[src/mtm_pkg.sv]
// Shared types, constants and helper functions of the MUS score event parser.
package mtm_pkg;

    localparam int CHANNEL_COUNT = 16;
    localparam int CHAN_BITS     = $clog2(CHANNEL_COUNT);
    localparam int TIME_BITS     = 32;

    localparam logic [7:0] END_MARK  = 8'h60;
    localparam logic [2:0] GRP_LIMIT = 3'd5;

    localparam logic [2:0] GRP_RELEASE = 3'd0;
    localparam logic [2:0] GRP_PLAY    = 3'd1;
    localparam logic [2:0] GRP_PITCH   = 3'd2;
    localparam logic [2:0] GRP_SYSTEM  = 3'd3;

    localparam logic [7:0] SYS_LOW     = 8'd10;
    localparam logic [7:0] SYS_HIGH    = 8'd14;
    localparam logic [7:0] CTRL_LIMIT  = 8'd10;

    localparam logic [1:0] COUNT_ONE = 2'd1;
    localparam logic [1:0] COUNT_TWO = 2'd2;

    typedef enum logic [4:0] {
        PH_HEADER  = 5'b00001,
        PH_FIRST   = 5'b00010,
        PH_SECOND  = 5'b00100,
        PH_DELTA   = 5'b01000,
        PH_PROGRAM = 5'b10000
    } phase_t;

    typedef enum logic [2:0] {
        KIND_NOTE    = 3'd0,
        KIND_PITCH   = 3'd1,
        KIND_CTRL    = 3'd2,
        KIND_PROGRAM = 3'd3,
        KIND_EOT     = 3'd4,
        KIND_ERROR   = 3'd5
    } kind_t;

    typedef struct packed {
        logic [7:0] score_byte;
        logic       final_byte;
    } byte_beat_t;

    typedef struct packed {
        kind_t       event_kind;
        logic [3:0]  midi_channel;
        logic [7:0]  first_data;
        logic [7:0]  second_data;
        logic [1:0]  data_count;
        logic [31:0] event_time;
        logic        run_last;
    } event_beat_t;

    typedef struct packed {
        phase_t               phase;
        logic [7:0]           header;
        logic [7:0]           first_held;
        logic [TIME_BITS-1:0] running;
        logic [TIME_BITS-1:0] delta;
    } parse_state_t;

    typedef struct packed {
        logic       emit;
        logic       two;
        logic       stop;
        logic       vel_we;
        logic [7:0] vel_data;
    } step_ctl_t;

    function automatic logic [CHAN_BITS-1:0] held_channel(input logic [7:0] header);
        logic [3:0] c;
        c = header[3:0];
        if (c == 4'hF) begin
            c = 4'd9;
        end else if (c >= 4'd9) begin
            c = c + 4'd1;
        end
        return CHAN_BITS'(c);
    endfunction

    function automatic logic [7:0] ctrl_map(input logic [3:0] n);
        logic [7:0] v;
        unique case (n)
            4'd0:    v = 8'd0;
            4'd1:    v = 8'd0;
            4'd2:    v = 8'd1;
            4'd3:    v = 8'd7;
            4'd4:    v = 8'd10;
            4'd5:    v = 8'd11;
            4'd6:    v = 8'd91;
            4'd7:    v = 8'd93;
            4'd8:    v = 8'd64;
            4'd9:    v = 8'd67;
            4'd10:   v = 8'd120;
            4'd11:   v = 8'd123;
            4'd12:   v = 8'd126;
            4'd13:   v = 8'd127;
            4'd14:   v = 8'd121;
            default: v = 8'd0;
        endcase
        return v;
    endfunction

endpackage

[src/mtm_byte_if.sv]
// Valid/ready channel that carries score bytes into the parser.
interface mtm_byte_if
    import mtm_pkg::*;
();
    logic       valid;
    logic       ready;
    byte_beat_t data;

    modport source (output valid, output data, input ready);
    modport sink (input valid, input data, output ready);
endinterface

[src/mtm_event_if.sv]
// Valid/ready channel that carries decoded MIDI events out of the parser.
interface mtm_event_if
    import mtm_pkg::*;
();
    logic        valid;
    logic        ready;
    event_beat_t data;

    modport source (output valid, output data, input ready);
    modport sink (input valid, input data, output ready);
endinterface

[src/mus_to_midi_event_parser.sv]
// Top level of the MUS score event parser: state, velocity store and result register.
//
//   channel    | dir | beat payload
//   score_in   | in  | score_byte, final_byte
//   event_out  | out | event_kind, midi_channel, first_data, second_data,
//              |     | data_count, event_time, run_last
//
// Bytes decode one per cycle unless a held result stalls; each result goes out registered.
// A byte that closes an event on the last score byte gives two beats; the end-of-track beat
// is presented in the cycle after the event beat drains.
// rst_n clears the parse state, the running time and all sixteen velocities at once.
// score_in.ready follows event_out.ready while a result is held; once the track has ended,
// further bytes are taken and dropped.
module mus_to_midi_event_parser
    import mtm_pkg::*;
(
    input  logic        clk,
    input  logic        rst_n,
    mtm_byte_if.sink    score_in,
    mtm_event_if.source event_out
);

    parse_state_t st_reg;
    parse_state_t st_next;
    step_ctl_t    ctl;
    event_beat_t  res;
    event_beat_t  out_reg;
    event_beat_t  out_next;
    logic         out_valid_reg;
    logic         out_valid_next;
    logic         eot_pending_reg;
    logic         eot_pending_next;
    logic         stopped_reg;
    logic [7:0]   vel_reg [CHANNEL_COUNT];
    logic [7:0]   vel_rd;
    logic [CHAN_BITS-1:0] vel_idx;
    logic         accept;
    logic         step;
    logic         drain;

    assign vel_idx = held_channel(st_reg.header);
    assign vel_rd  = vel_reg[vel_idx];

    mtm_decode u_decode (
        .st         (st_reg),
        .score_byte (score_in.data.score_byte),
        .final_byte (score_in.data.final_byte),
        .vel_rd     (vel_rd),
        .st_next    (st_next),
        .ctl        (ctl),
        .res        (res)
    );

    assign score_in.ready  = stopped_reg || !out_valid_reg || event_out.ready;
    assign accept          = score_in.valid && score_in.ready;
    assign step            = accept && !stopped_reg;
    assign drain           = out_valid_reg && event_out.ready;
    assign event_out.valid = out_valid_reg;
    assign event_out.data  = out_reg;

    always_comb
    begin
        out_valid_next   = out_valid_reg;
        eot_pending_next = eot_pending_reg;
        out_next         = out_reg;
        if (step && ctl.emit) begin
            out_valid_next   = 1'b1;
            eot_pending_next = ctl.two;
            out_next         = res;
        end else if (drain) begin
            out_valid_next   = eot_pending_reg;
            eot_pending_next = 1'b0;
            if (eot_pending_reg) begin
                out_next            = '0;
                out_next.event_kind = KIND_EOT;
                out_next.event_time = out_reg.event_time;
                out_next.run_last   = 1'b1;
            end
        end
    end

    always_ff @(posedge clk or negedge rst_n)
    begin
        if (!rst_n) begin
            st_reg.phase      <= PH_HEADER;
            st_reg.header     <= '0;
            st_reg.first_held <= '0;
            st_reg.running    <= '0;
            st_reg.delta      <= '0;
            stopped_reg       <= 1'b0;
            out_valid_reg     <= 1'b0;
            eot_pending_reg   <= 1'b0;
            out_reg           <= '0;
            for (int i = 0; i < CHANNEL_COUNT; i++) begin
                vel_reg[i] <= '0;
            end
        end else begin
            out_valid_reg   <= out_valid_next;
            eot_pending_reg <= eot_pending_next;
            out_reg         <= out_next;
            if (step) begin
                st_reg <= st_next;
                if (ctl.stop) begin
                    stopped_reg <= 1'b1;
                end
                if (ctl.vel_we) begin
                    vel_reg[vel_idx] <= ctl.vel_data;
                end
            end
        end
    end

`ifndef SYNTH
    // The trailing end-of-track beat only exists once the track has stopped.
    a_pending_stopped: assert property (@(posedge clk) disable iff (!rst_n)
        eot_pending_reg |-> (stopped_reg && out_valid_reg))
        else $error("end-of-track pending without a held stopping result");

    // After the last beat of a stopped track drains, nothing new is produced.
    a_quiet_after_stop: assert property (@(posedge clk) disable iff (!rst_n)
        (stopped_reg && !eot_pending_reg && event_out.valid && event_out.ready)
        |=> !event_out.valid)
        else $error("result produced after the track stopped");

    // A held first beat with a pending end-of-track is never marked as the last.
    a_pending_not_last: assert property (@(posedge clk) disable iff (!rst_n)
        eot_pending_reg |-> !out_reg.run_last)
        else $error("first of two beats marked as last");

    // The time stamp of the trailing end-of-track matches the event before it.
    a_eot_time: assert property (@(posedge clk) disable iff (!rst_n)
        (eot_pending_reg && event_out.ready) |=>
        (event_out.valid && event_out.data.event_kind == KIND_EOT
         && event_out.data.event_time == $past(event_out.data.event_time)))
        else $error("trailing end-of-track beat is wrong");
`endif

endmodule

[src/mtm_decode.sv]
// Combinational step logic: decodes one score byte against the parser state.
module mtm_decode
    import mtm_pkg::*;
(
    input  parse_state_t st,
    input  logic [7:0]   score_byte,
    input  logic         final_byte,
    input  logic [7:0]   vel_rd,
    output parse_state_t st_next,
    output step_ctl_t    ctl,
    output event_beat_t  res
);

    logic [2:0]           grp_hdr;
    logic [2:0]           grp_held;
    logic                 do_event;
    logic                 do_finish;
    kind_t                ev_kind;
    kind_t                fin_kind;
    logic [7:0]           ev_d1;
    logic [7:0]           ev_d2;
    logic [1:0]           ev_cnt;
    logic [TIME_BITS-1:0] delta_sum;

    assign grp_hdr   = score_byte[6:4];
    assign grp_held  = st.header[6:4];
    assign delta_sum = {st.delta[TIME_BITS-8:0], 7'b0} + TIME_BITS'(score_byte[6:0]);

    always_comb
    begin
        st_next   = st;
        do_event  = 1'b0;
        do_finish = 1'b0;
        ev_kind   = KIND_NOTE;
        fin_kind  = KIND_EOT;
        ev_d1     = '0;
        ev_d2     = '0;
        ev_cnt    = COUNT_TWO;
        ctl       = '0;

        unique case (st.phase)
            PH_FIRST:
            begin
                priority if (grp_held == GRP_RELEASE) begin
                    do_event = 1'b1;
                    ev_d1    = score_byte;
                end else if (grp_held == GRP_PLAY) begin
                    if (score_byte[7]) begin
                        st_next.first_held = {1'b0, score_byte[6:0]};
                        st_next.phase      = PH_SECOND;
                    end else begin
                        do_event = 1'b1;
                        ev_d1    = score_byte;
                        ev_d2    = vel_rd;
                    end
                end else if (grp_held == GRP_PITCH) begin
                    do_event = 1'b1;
                    ev_kind  = KIND_PITCH;
                    ev_d1    = {score_byte[0], 7'b0};
                    ev_d2    = {1'b0, score_byte[7:1]};
                end else if (grp_held == GRP_SYSTEM) begin
                    if (score_byte >= SYS_LOW && score_byte <= SYS_HIGH) begin
                        do_event = 1'b1;
                        ev_kind  = KIND_CTRL;
                        ev_d1    = ctrl_map(score_byte[3:0]);
                        ev_d2    = 8'd1;
                    end else begin
                        do_finish = 1'b1;
                        fin_kind  = KIND_ERROR;
                    end
                end else begin
                    if (score_byte == 8'd0) begin
                        st_next.phase = PH_PROGRAM;
                    end else if (score_byte < CTRL_LIMIT) begin
                        st_next.first_held = ctrl_map(score_byte[3:0]);
                        st_next.phase      = PH_SECOND;
                    end else begin
                        do_finish = 1'b1;
                        fin_kind  = KIND_ERROR;
                    end
                end
                if (!do_event && !do_finish && final_byte) begin
                    do_finish = 1'b1;
                    fin_kind  = KIND_ERROR;
                end
            end
            PH_SECOND:
            begin
                do_event = 1'b1;
                ev_d1    = st.first_held;
                ev_d2    = score_byte;
                if (grp_held == GRP_PLAY) begin
                    ctl.vel_we   = 1'b1;
                    ctl.vel_data = score_byte;
                end else begin
                    ev_kind = KIND_CTRL;
                end
            end
            PH_PROGRAM:
            begin
                do_event = 1'b1;
                ev_kind  = KIND_PROGRAM;
                ev_d1    = score_byte;
                ev_cnt   = COUNT_ONE;
            end
            PH_DELTA:
            begin
                st_next.delta = delta_sum;
                if (!score_byte[7]) begin
                    st_next.running = st.running + delta_sum;
                    st_next.phase   = PH_HEADER;
                end
                if (final_byte) begin
                    do_finish = 1'b1;
                end
            end
            PH_HEADER:
            begin
                if (score_byte == END_MARK) begin
                    do_finish = 1'b1;
                end else begin
                    st_next.header = score_byte;
                    if (grp_hdr >= GRP_LIMIT || final_byte) begin
                        do_finish = 1'b1;
                        fin_kind  = KIND_ERROR;
                    end else begin
                        st_next.phase = PH_FIRST;
                    end
                end
            end
            default:
            begin
                st_next.phase = PH_HEADER;
            end
        endcase

        res            = '0;
        res.event_time = 32'(st_next.running);
        res.run_last   = 1'b1;
        if (do_event) begin
            ctl.emit         = 1'b1;
            res.event_kind   = ev_kind;
            res.midi_channel = 4'(held_channel(st.header));
            res.first_data   = ev_d1;
            res.second_data  = ev_d2;
            res.data_count   = ev_cnt;
            if (final_byte) begin
                ctl.two      = 1'b1;
                ctl.stop     = 1'b1;
                res.run_last = 1'b0;
            end else if (st.header[7]) begin
                st_next.delta = '0;
                st_next.phase = PH_DELTA;
            end else begin
                st_next.phase = PH_HEADER;
            end
        end else if (do_finish) begin
            ctl.emit       = 1'b1;
            ctl.stop       = 1'b1;
            res.event_kind = fin_kind;
        end
    end

endmodule

[src/flat_wrapper.sv]
// flat-port wrapper written by rule: the top's interface ports become plain ports
module mus_to_midi_event_parser_flat import mtm_pkg::*;
  (clk, rst_n, score_in_valid, score_in_data, score_in_ready, event_out_valid, event_out_data, event_out_ready);
  mtm_byte_if score_in_i ();
  mtm_event_if event_out_i ();
  input  logic clk;
  input  logic rst_n;
  input wire logic [$bits(score_in_i.valid)-1:0] score_in_valid;
  input wire logic [$bits(score_in_i.data)-1:0] score_in_data;
  output wire logic [$bits(score_in_i.ready)-1:0] score_in_ready;
  output wire logic [$bits(event_out_i.valid)-1:0] event_out_valid;
  output wire logic [$bits(event_out_i.data)-1:0] event_out_data;
  input wire logic [$bits(event_out_i.ready)-1:0] event_out_ready;
  assign score_in_i.valid = score_in_valid;
  assign score_in_i.data = score_in_data;
  assign score_in_ready = score_in_i.ready;
  assign event_out_valid = event_out_i.valid;
  assign event_out_data = event_out_i.data;
  assign event_out_i.ready = event_out_ready;
  mus_to_midi_event_parser u_core (.clk(clk), .rst_n(rst_n), .score_in(score_in_i), .event_out(event_out_i));
endmodule
[config.mk]
export PLATFORM = sky130hd
export DESIGN_NAME = mus_to_midi_event_parser_flat
export DESIGN_NICKNAME = d
export VERILOG_FILES = /design/src/mtm_pkg.sv /design/src/mtm_byte_if.sv /design/src/mtm_event_if.sv /design/src/mus_to_midi_event_parser.sv /design/src/mtm_decode.sv /design/src/flat_wrapper.sv
export SDC_FILE = /design/constraint.sdc
export NUM_CORES = 1
export LEC_CHECK = 0
export BUFFER_PORTS_ARGS = -buffer_cell sky130_fd_sc_hd__buf_2
export CORE_MARGIN = 5
export CORE_UTILIZATION = 50
export DETAILED_ROUTE_END_ITERATION = 8
export GPL_TIMING_DRIVEN = 0
export MAX_ROUTING_LAYER = met4
export PLACE_DENSITY = 0.69
export SETUP_SLACK_MARGIN = 0.1
export SLEW_MARGIN = 20
export SYNTH_ARGS = -nofsm -noshare
export SYNTH_HDL_FRONTEND = slang
export SYNTH_HIERARCHICAL = 1
export SYNTH_SLANG_ARGS = --single-unit
[constraint.sdc]
create_clock -name clk -period 4.6 [get_ports clk]
set_input_delay 0.46 -clock clk [delete_from_list [all_inputs] [get_ports clk]]
set_output_delay 0.46 -clock clk [all_outputs]
set_load 0.005 [all_outputs]
**After elaboration in Yosys (flattened, before gate mapping)**

Memory sizes are Yosys's and may differ from the RTL's.
Cells that the tools add are included.

- Add/sub/neg operators: 3
- $lt $le $gt $ge: 7
- Equal/unequal tests: 14
- Muxes and demuxes: 106
- Bitwise logic cells: 3
- Reductions and logical operators: 26

Operators with widths:

| operator | number |
|---|---|
| $mux 58 | 3 |
| $mux 8 | 17 |
| $bwmux 128 | 1 |
| $mux 32 | 4 |
| $mux 64 | 1 |
| $mux 5 | 11 |
| $mux 1 | 35 |
| $add 32x32->32 | 1 |
| $add 32x7->32 | 1 |
| $bmux 8 s4 | 1 |
| $demux 8 s4 | 1 |
| $mux 3 | 8 |
| $pmux 8 s3 | 1 |
| $mux 22 | 1 |
| $pmux 5 s4 | 1 |
| $mux 9 | 2 |
| $mux 2 | 8 |
| $pmux 8 s2 | 1 |
| $mux 7 | 2 |
| $mux 13 | 1 |
| $mux 4 | 3 |
| $eq 8x7->1 const B | 1 |
| $ge 8x4->1 const B | 1 |
| $le 8x4->1 const B | 1 |
| other kinds (31) | 52 |

- Register bits after elaboration: 274
- Bits in read-only memories: 224
- Bits of input ports: 13
- Output and inout port bits: 60
- Logic and storage cells: 192
- Memories: 2

Memories:

| memory | words | width | rd ports | clocked after memory_dff | write ports | RTL line | text |
|---|---|---|---|---|---|---|---|
| (name not given) | 16 | 7 | 1 | 0 | 0 | mtm_pkg.sv:84 | `unique case (n)` |
| (name not given) | 16 | 7 | 1 | 0 | 0 | mtm_pkg.sv:84 |  |

**Logic depth before layout (Yosys ltp)**

Gate-level depths: netlist of the first run.

- Word-level depth: 18
- Mapped depth: 16
- Gate-level depth less buffers: 13

**By module**

Netlist of the first run, hierarchy kept.

By module, submodules not included:

| module | times used | cells an instance | area an instance (µm²) |
|---|---|---|---|
| mus_to_midi_event_parser | 1 | 1063 | 11641.2 |
| mtm_decode | 1 | 712 | 4356.7 |

**Worst setup path before layout of the first run**

OpenSTA, ideal clock, no wires.

- Path type: register to register
- Start: register u_core/st_reg[73] in the netlist's numbering
- End: register u_core.out_reg (netlist bit u_core/event_out.data[35])
- Library setup time: 0.121 ns
- Arrival time: 3.042 ns
- Data required time: 4.479 ns
- Setup slack: 1.437 ns
- Stages on the path, launching flop included: 13
- Buffers on the path: 2
- Cells stage by stage: dfrtp_1 inv_1 ha_1 or3b_4 a21o_1 nand2_1 buf_4 buf_6 mux2i_1 o22ai_1 or4_1 a221o_1 a22o_1

RTL lines:

| what | RTL line | text |
|---|---|---|
| start, declared | mus_to_midi_event_parser.sv:23 | `parse_state_t st_reg;` |
| start signal, assigned | mus_to_midi_event_parser.sv:102 | `st_reg <= st_next;` |
| end signal, assigned | mus_to_midi_event_parser.sv:100 | `out_reg <= out_next;` |
| end, declared | mus_to_midi_event_parser.sv:27 | `event_beat_t out_reg;` |

==> results.cfg, run 1 <==
[outcome]
status = finished, final reports clean

[die]
io_pins = 73
die_w_um = 187
dieArea_um2 = 34900
rows = 64
initial_core_util_pct = 50.8
coreArea_um2 = 30700
die_y_um = 187

[power]
power.density_nw_per_um2 = 448
pwr-share-clk_pct = 32.1
seqPwrFrac_pct = 35.9
leakage_nw = 8.86
ir_drop_uv = 382
share_comb_of_total_power_pct = 32.0
net-switching-power_w = 0.00294
power.internal_w = 0.00496
swShare_pct = 37.2

[setup_path]
r2r_slack_ps = 530
cp-start-kind = register
cp.depth = 13
slowest_delay_ps = 630
r2r-start = u_core/st_reg[73]
rr_worst_depth = 13
crit_type = register to register
critical_path_required_ps = 5060
crit_chain = inv_1 -> ha_1 -> or3b_4 -> nand4_1 -> nand2_1 -> buf_4 -> buf_6 -> a211oi_1 -> a311oi_1 -> or4_1 -> a22oi_1 -> o21ai_0 -> a22o_1
crit_family = simple AND/OR/NAND/NOR gates
crit_path_max_fanout = 10
r2r_end = u_core/event_out.data[38]
worstPathArrival_ps = 4540
slowest_stage = or4_1
cp_num_buf_inv = 3
endpoint_kind = register

[global_route]
grt_util_met3_pct = 2.76
grt_util_met2_pct = 39.8
antenna_found_initial = 0
use_met1_pct = 34.9
grt_pass1_vias = 12900
track_usage_pct = 25.4
overflow = 0
busiest_layer = met2
grt_pass1_wl_um = 71000
grt_start_max_net_pins = 100

[timing]
worst_pin_slew_ps = 1120
rsz0062_at_grt = false
skew_ps = 27.4
setup_viol = 0
worst_slack_ps = 528
period_minus_slack_ps = 4070
max_freq_ghz = 0.246
report.final.slew_viol_count = 0
period_share_pct = 88.5
hold_viol = 0
hold_slack_ps = 188
slew_headroom_pct = 24.5

[placement]
routabilityCongestion = 0.920
dp_hpwl_um = 31400
dp_slack_ps = 90.9
port_buffers = 71

[yosys]
avgSynthCellArea_um2 = 9.06
syn_area_um2 = 15600
synth_nets = 1781
ys.warnings.count = 6
syn_inst = 1726

[layout]
multi_input_area_um2 = 8140
area_delta_synth_final_pct = 12.7
seq_area_um2 = 6680
antennaDiodeCount = 0
drive_gt1_share_pct = 19.4
fin_util_pct = 57.3
largest_reg_flops = 128
fin_nets = 1887
fill_cells = 2734

[run]
max_cap_viol_count = 0

[worst_hold_path]
min_path_cells = 2
hold_class = input port to register
hold-path-endpoint = u_core/stopped_reg
min_from = score_in_valid

[clock_network]
cts_buffers = 30
clock-sinks = 267
clk_pin_slew_ps = 60
cts_buffer_depth = 3
cts_setup_buffers = 0
htreeDepth = 1
clock_latency_ps = 580
clockRootBuffer = clkbuf_16
cts_tree = built

[drt]
finalWirelength_um = 44000
vias = 13200
drtIter0Drc = 1108
vias_per_cell = 5.86
drc = 0
ant_nets = 0
drt_first_pass_iters = 5
wl_per_cell_um = 19.5
placed cells by master (no fill, tap or decap), types with 12 or more instances in the layout:
cell       instances
nand2_1          522
dfrtp_1          266
mux2_2           124
clkbuf_1          87
buf_2             83
o21ai_0           62
a21oi_1           60
nor2_1            52
ha_1              41
buf_4             34
and3_1            33
clkbuf_16         30
a22o_1            29
a211oi_1          26
a21oi_2           26
mux2i_1           23
a311oi_1          22
a21o_1            21
inv_1             20
nor3_1            20
nand3_1           19
xnor2_1           14
a22oi_1           12
through the flow:
step           total power [W]  cells  cell area, um2  TNS [ps]
2_1_floorplan          0.00454   1726           15600         0
3_3_place_gp           0.00528   2193           16500   -497770
3_5_place_dp           0.00533   2195           16500         0
4_1_cts                0.00789   2250           17600         0
5_1_grt                0.00831   2250           17600         0
6_report               0.00789   2250           17600         0
metal layers:
layer,vias up,part of all wire [%]
met5,-,0
met2,434,46
met3,116,5.1
met4,0,3.7
met1,6424,46
li1,6203,-
power by group through the flow:
| stage | Clock (W) | Sequential, W | Combinational (W) |
|---|---|---|---|
| 2_1_floorplan | 0 | 0.00278 | 0.00177 |
| 6_report | 0.00253 | 0.00284 | 0.00253 |
| 4_1_cts | 0.00259 | 0.00283 | 0.00247 |
| 3_3_place_gp | 0 | 0.00287 | 0.00241 |
| 5_1_grt | 0.00269 | 0.00287 | 0.00276 |
| 3_5_place_dp | 0 | 0.00287 | 0.00246 |
how the worst max path moves through the flow:
stage                            startpoint                   endpoint  slack [ps]
after floorplan           u_core/st_reg[73]  u_core/event_out.data[35]        1440
after global placement                rst_n         u_core/vel_reg[18]       -1910
after detailed placement   score_in_data[2]  u_core/event_out.data[51]          90
after CTS                 u_core/st_reg[73]  u_core/event_out.data[38]         600
after global routing       score_in_data[2]  u_core/event_out.data[49]         340
final                     u_core/st_reg[73]  u_core/event_out.data[38]         530
final cells by class:
type,count,share of cell area (%)
Sequential cell,267,37.9
Multi-Input combinational cell,1293,46.2
Buffer,145,4.17
Tap cell,396,2.81
Clock buffer,43,4.94
Clock inverter,11,1.04
Inverter,21,0.448
Timing Repair Buffer,74,2.44
what timing repair did:
action,CTS,global route
hold endpoints to repair,81,0
setup endpoints to repair,0,0
gates resized for setup,0,0
hold buffers,1,0
No activity file was read; power rests on OpenSTA's default activity.
==> run 2: changes to the inputs <==
--- a/config.mk
+++ b/config.mk
@@ -11,7 +11,7 @@
 export DETAILED_ROUTE_END_ITERATION = 8
 export GPL_TIMING_DRIVEN = 0
 export MAX_ROUTING_LAYER = met4
-export PLACE_DENSITY = 0.69
+export PLACE_DENSITY_LB_ADDON = 0.3
 export SETUP_SLACK_MARGIN = 0.1
 export SLEW_MARGIN = 20
 export SYNTH_ARGS = -nofsm -noshare
==> results.cfg, run 2 (synthesized netlist as in run 1, its figures left out) <==
[outcome]
status = finished, final reports clean

[drt]
drt_first_pass_iters = 5
ant_nets = 0
wl_per_cell_um = 19.5
finalWirelength_um = 43900
vias = 13300
drc = 0
drtIter0Drc = 1007
vias_per_cell = 5.90

[global_route]
antenna_found_initial = 0
overflow = 0
grt_pass1_vias = 13200
track_usage_pct = 25.4
grt_start_max_net_pins = 97
grt_pass1_wl_um = 71500

[layout]
fin_nets = 1888
final_cell_mix = nand2_1, dfrtp_1, mux2_2
final_common_cell = nand2_1
seq_area_um2 = 6680
antennaDiodeCount = 0
fin_util_pct = 57.6
multi_input_area_um2 = 8140
drive_gt1_share_pct = 19.6
area_delta_synth_final_pct = 13.2
largest_reg_flops = 128
fill_cells = 2750

[power]
leakage_nw = 8.90
power.density_nw_per_um2 = 454
ir_drop_uv = 373

[placement]
routabilityCongestion = 0.939
dp_hpwl_um = 31200
dp_slack_ps = 176
port_buffers = 71

[worst_hold_path]
hold_class = input port to register
min_path_cells = 2

[clock_network]
clock-sinks = 267
clockRootBuffer = clkbuf_16
cts_buffer_depth = 3
cts_tree = built
cts_buffers = 30
htreeDepth = 1
clock_latency_ps = 590
clk_pin_slew_ps = 60
post_cts_resized = 0
cts_setup_buffers = 0

[timing]
setup_viol = 0
skew_ps = 36.6
slew_headroom_pct = 36.3
worst_pin_slew_ps = 947
max_freq_ghz = 0.243
tns_ps = 0
period_share_pct = 89.5
rsz0062_at_grt = false
period_minus_slack_ps = 4110
worst_slack_ps = 485
hold_viol = 0
report.final.slew_viol_count = 0

[setup_path]
slowest_delay_ps = 610
crit_chain = inv_1 -> ha_1 -> or3b_4 -> nand4_1 -> nand2_1 -> buf_4 -> buf_6 -> a211oi_1 -> a311oi_1 -> or4_1 -> a22oi_1 -> o21ai_0 -> a22o_1
crit_type = register to register
endpoint_kind = register
crit_path_max_fanout = 10
worstPathArrival_ps = 4590
slowest_stage = or4_1
critical_path_required_ps = 5080
cp-start-kind = register
rr_worst_depth = 13

[die]
rows = 64
dieArea_um2 = 34900
coreArea_um2 = 30700
die_y_um = 187
io_pins = 73
die_w_um = 187
initial_core_util_pct = 50.8

[run]
max_cap_viol_count = 0
## run 2: cell count changes in the layout (fill, tap and decap cells not counted), sizes merged
cell / delta
inv: +1
bufinv: +3
clkinv: +2
buf: +1
clkbuf: -5
## run 2: cell type report
cell class / count / area share, %
Timing Repair Buffer: 75 / 2.59
Sequential cell: 267 / 37.8
Inverter: 21 / 0.445
Clock buffer: 38 / 4.64
Clock inverter: 17 / 1.65
Multi-Input combinational cell: 1293 / 46.0
Tap cell: 396 / 2.80
Buffer: 145 / 4.15
## run 2: per-stage QoR
step,power (W),cells,hold WS (ps),cell area [um2]
after floorplan,0.00454,1726,164,15600
after global placement,0.00526,2193,453,16500
after detailed placement,0.00533,2196,277,16600
after CTS,0.00803,2252,113,17700
after global routing,0.00843,2252,136,17700
final,0.00803,2252,137,17700
## run 2: final timing paths
path / start / end / slack (ps)
setup / recovery: u_core/st_reg[73] / u_core/event_out.data[38] / 490
hold / removal: score_in_valid / u_core/stopped_reg / 140
setup reg to reg: u_core/st_reg[73] / u_core/event_out.data[38] / 490
hold reg to reg: u_core/event_out.data[15] / u_core/event_out.data[15] / 460
max in group asynchronous: rst_n / u_core/st_reg[80] / 3210
min in group asynchronous: rst_n / u_core/st_reg[42] / 300
## run 2: repair_timing
item,in CTS,in global routing
endpoints found under the setup margin,0,0
endpoints found under the hold margin,52,0
hold buffers,1,0
## run 2: worst max-delay path, delay by kind of cell (launching register included)
kind            cells  cell delay, ps
compound gates      5            1150
fa+ha+maj           1             230
buf+inv             3             560
flops               1             530
simple gates        4            1540
## run 2: where the power goes
group          switching [W]  internal, W  total [W]  leakage (nW)
Sequential          0.000275      0.00256    0.00283          3.66
Combinational        0.00167     0.000866    0.00254          4.69
Clock                0.00100      0.00166    0.00266         0.550
Total                0.00295      0.00508    0.00803          8.90
## run 2: routing by layer
layer	vias to the layer above	track usage (%)	part of all wire (%)
li1	6189	-	-
met1	6496	34.5	44
met2	477	39.6	46
met3	119	3.15	5.9
met4	0	9.53	3.9
met5	-	-	0
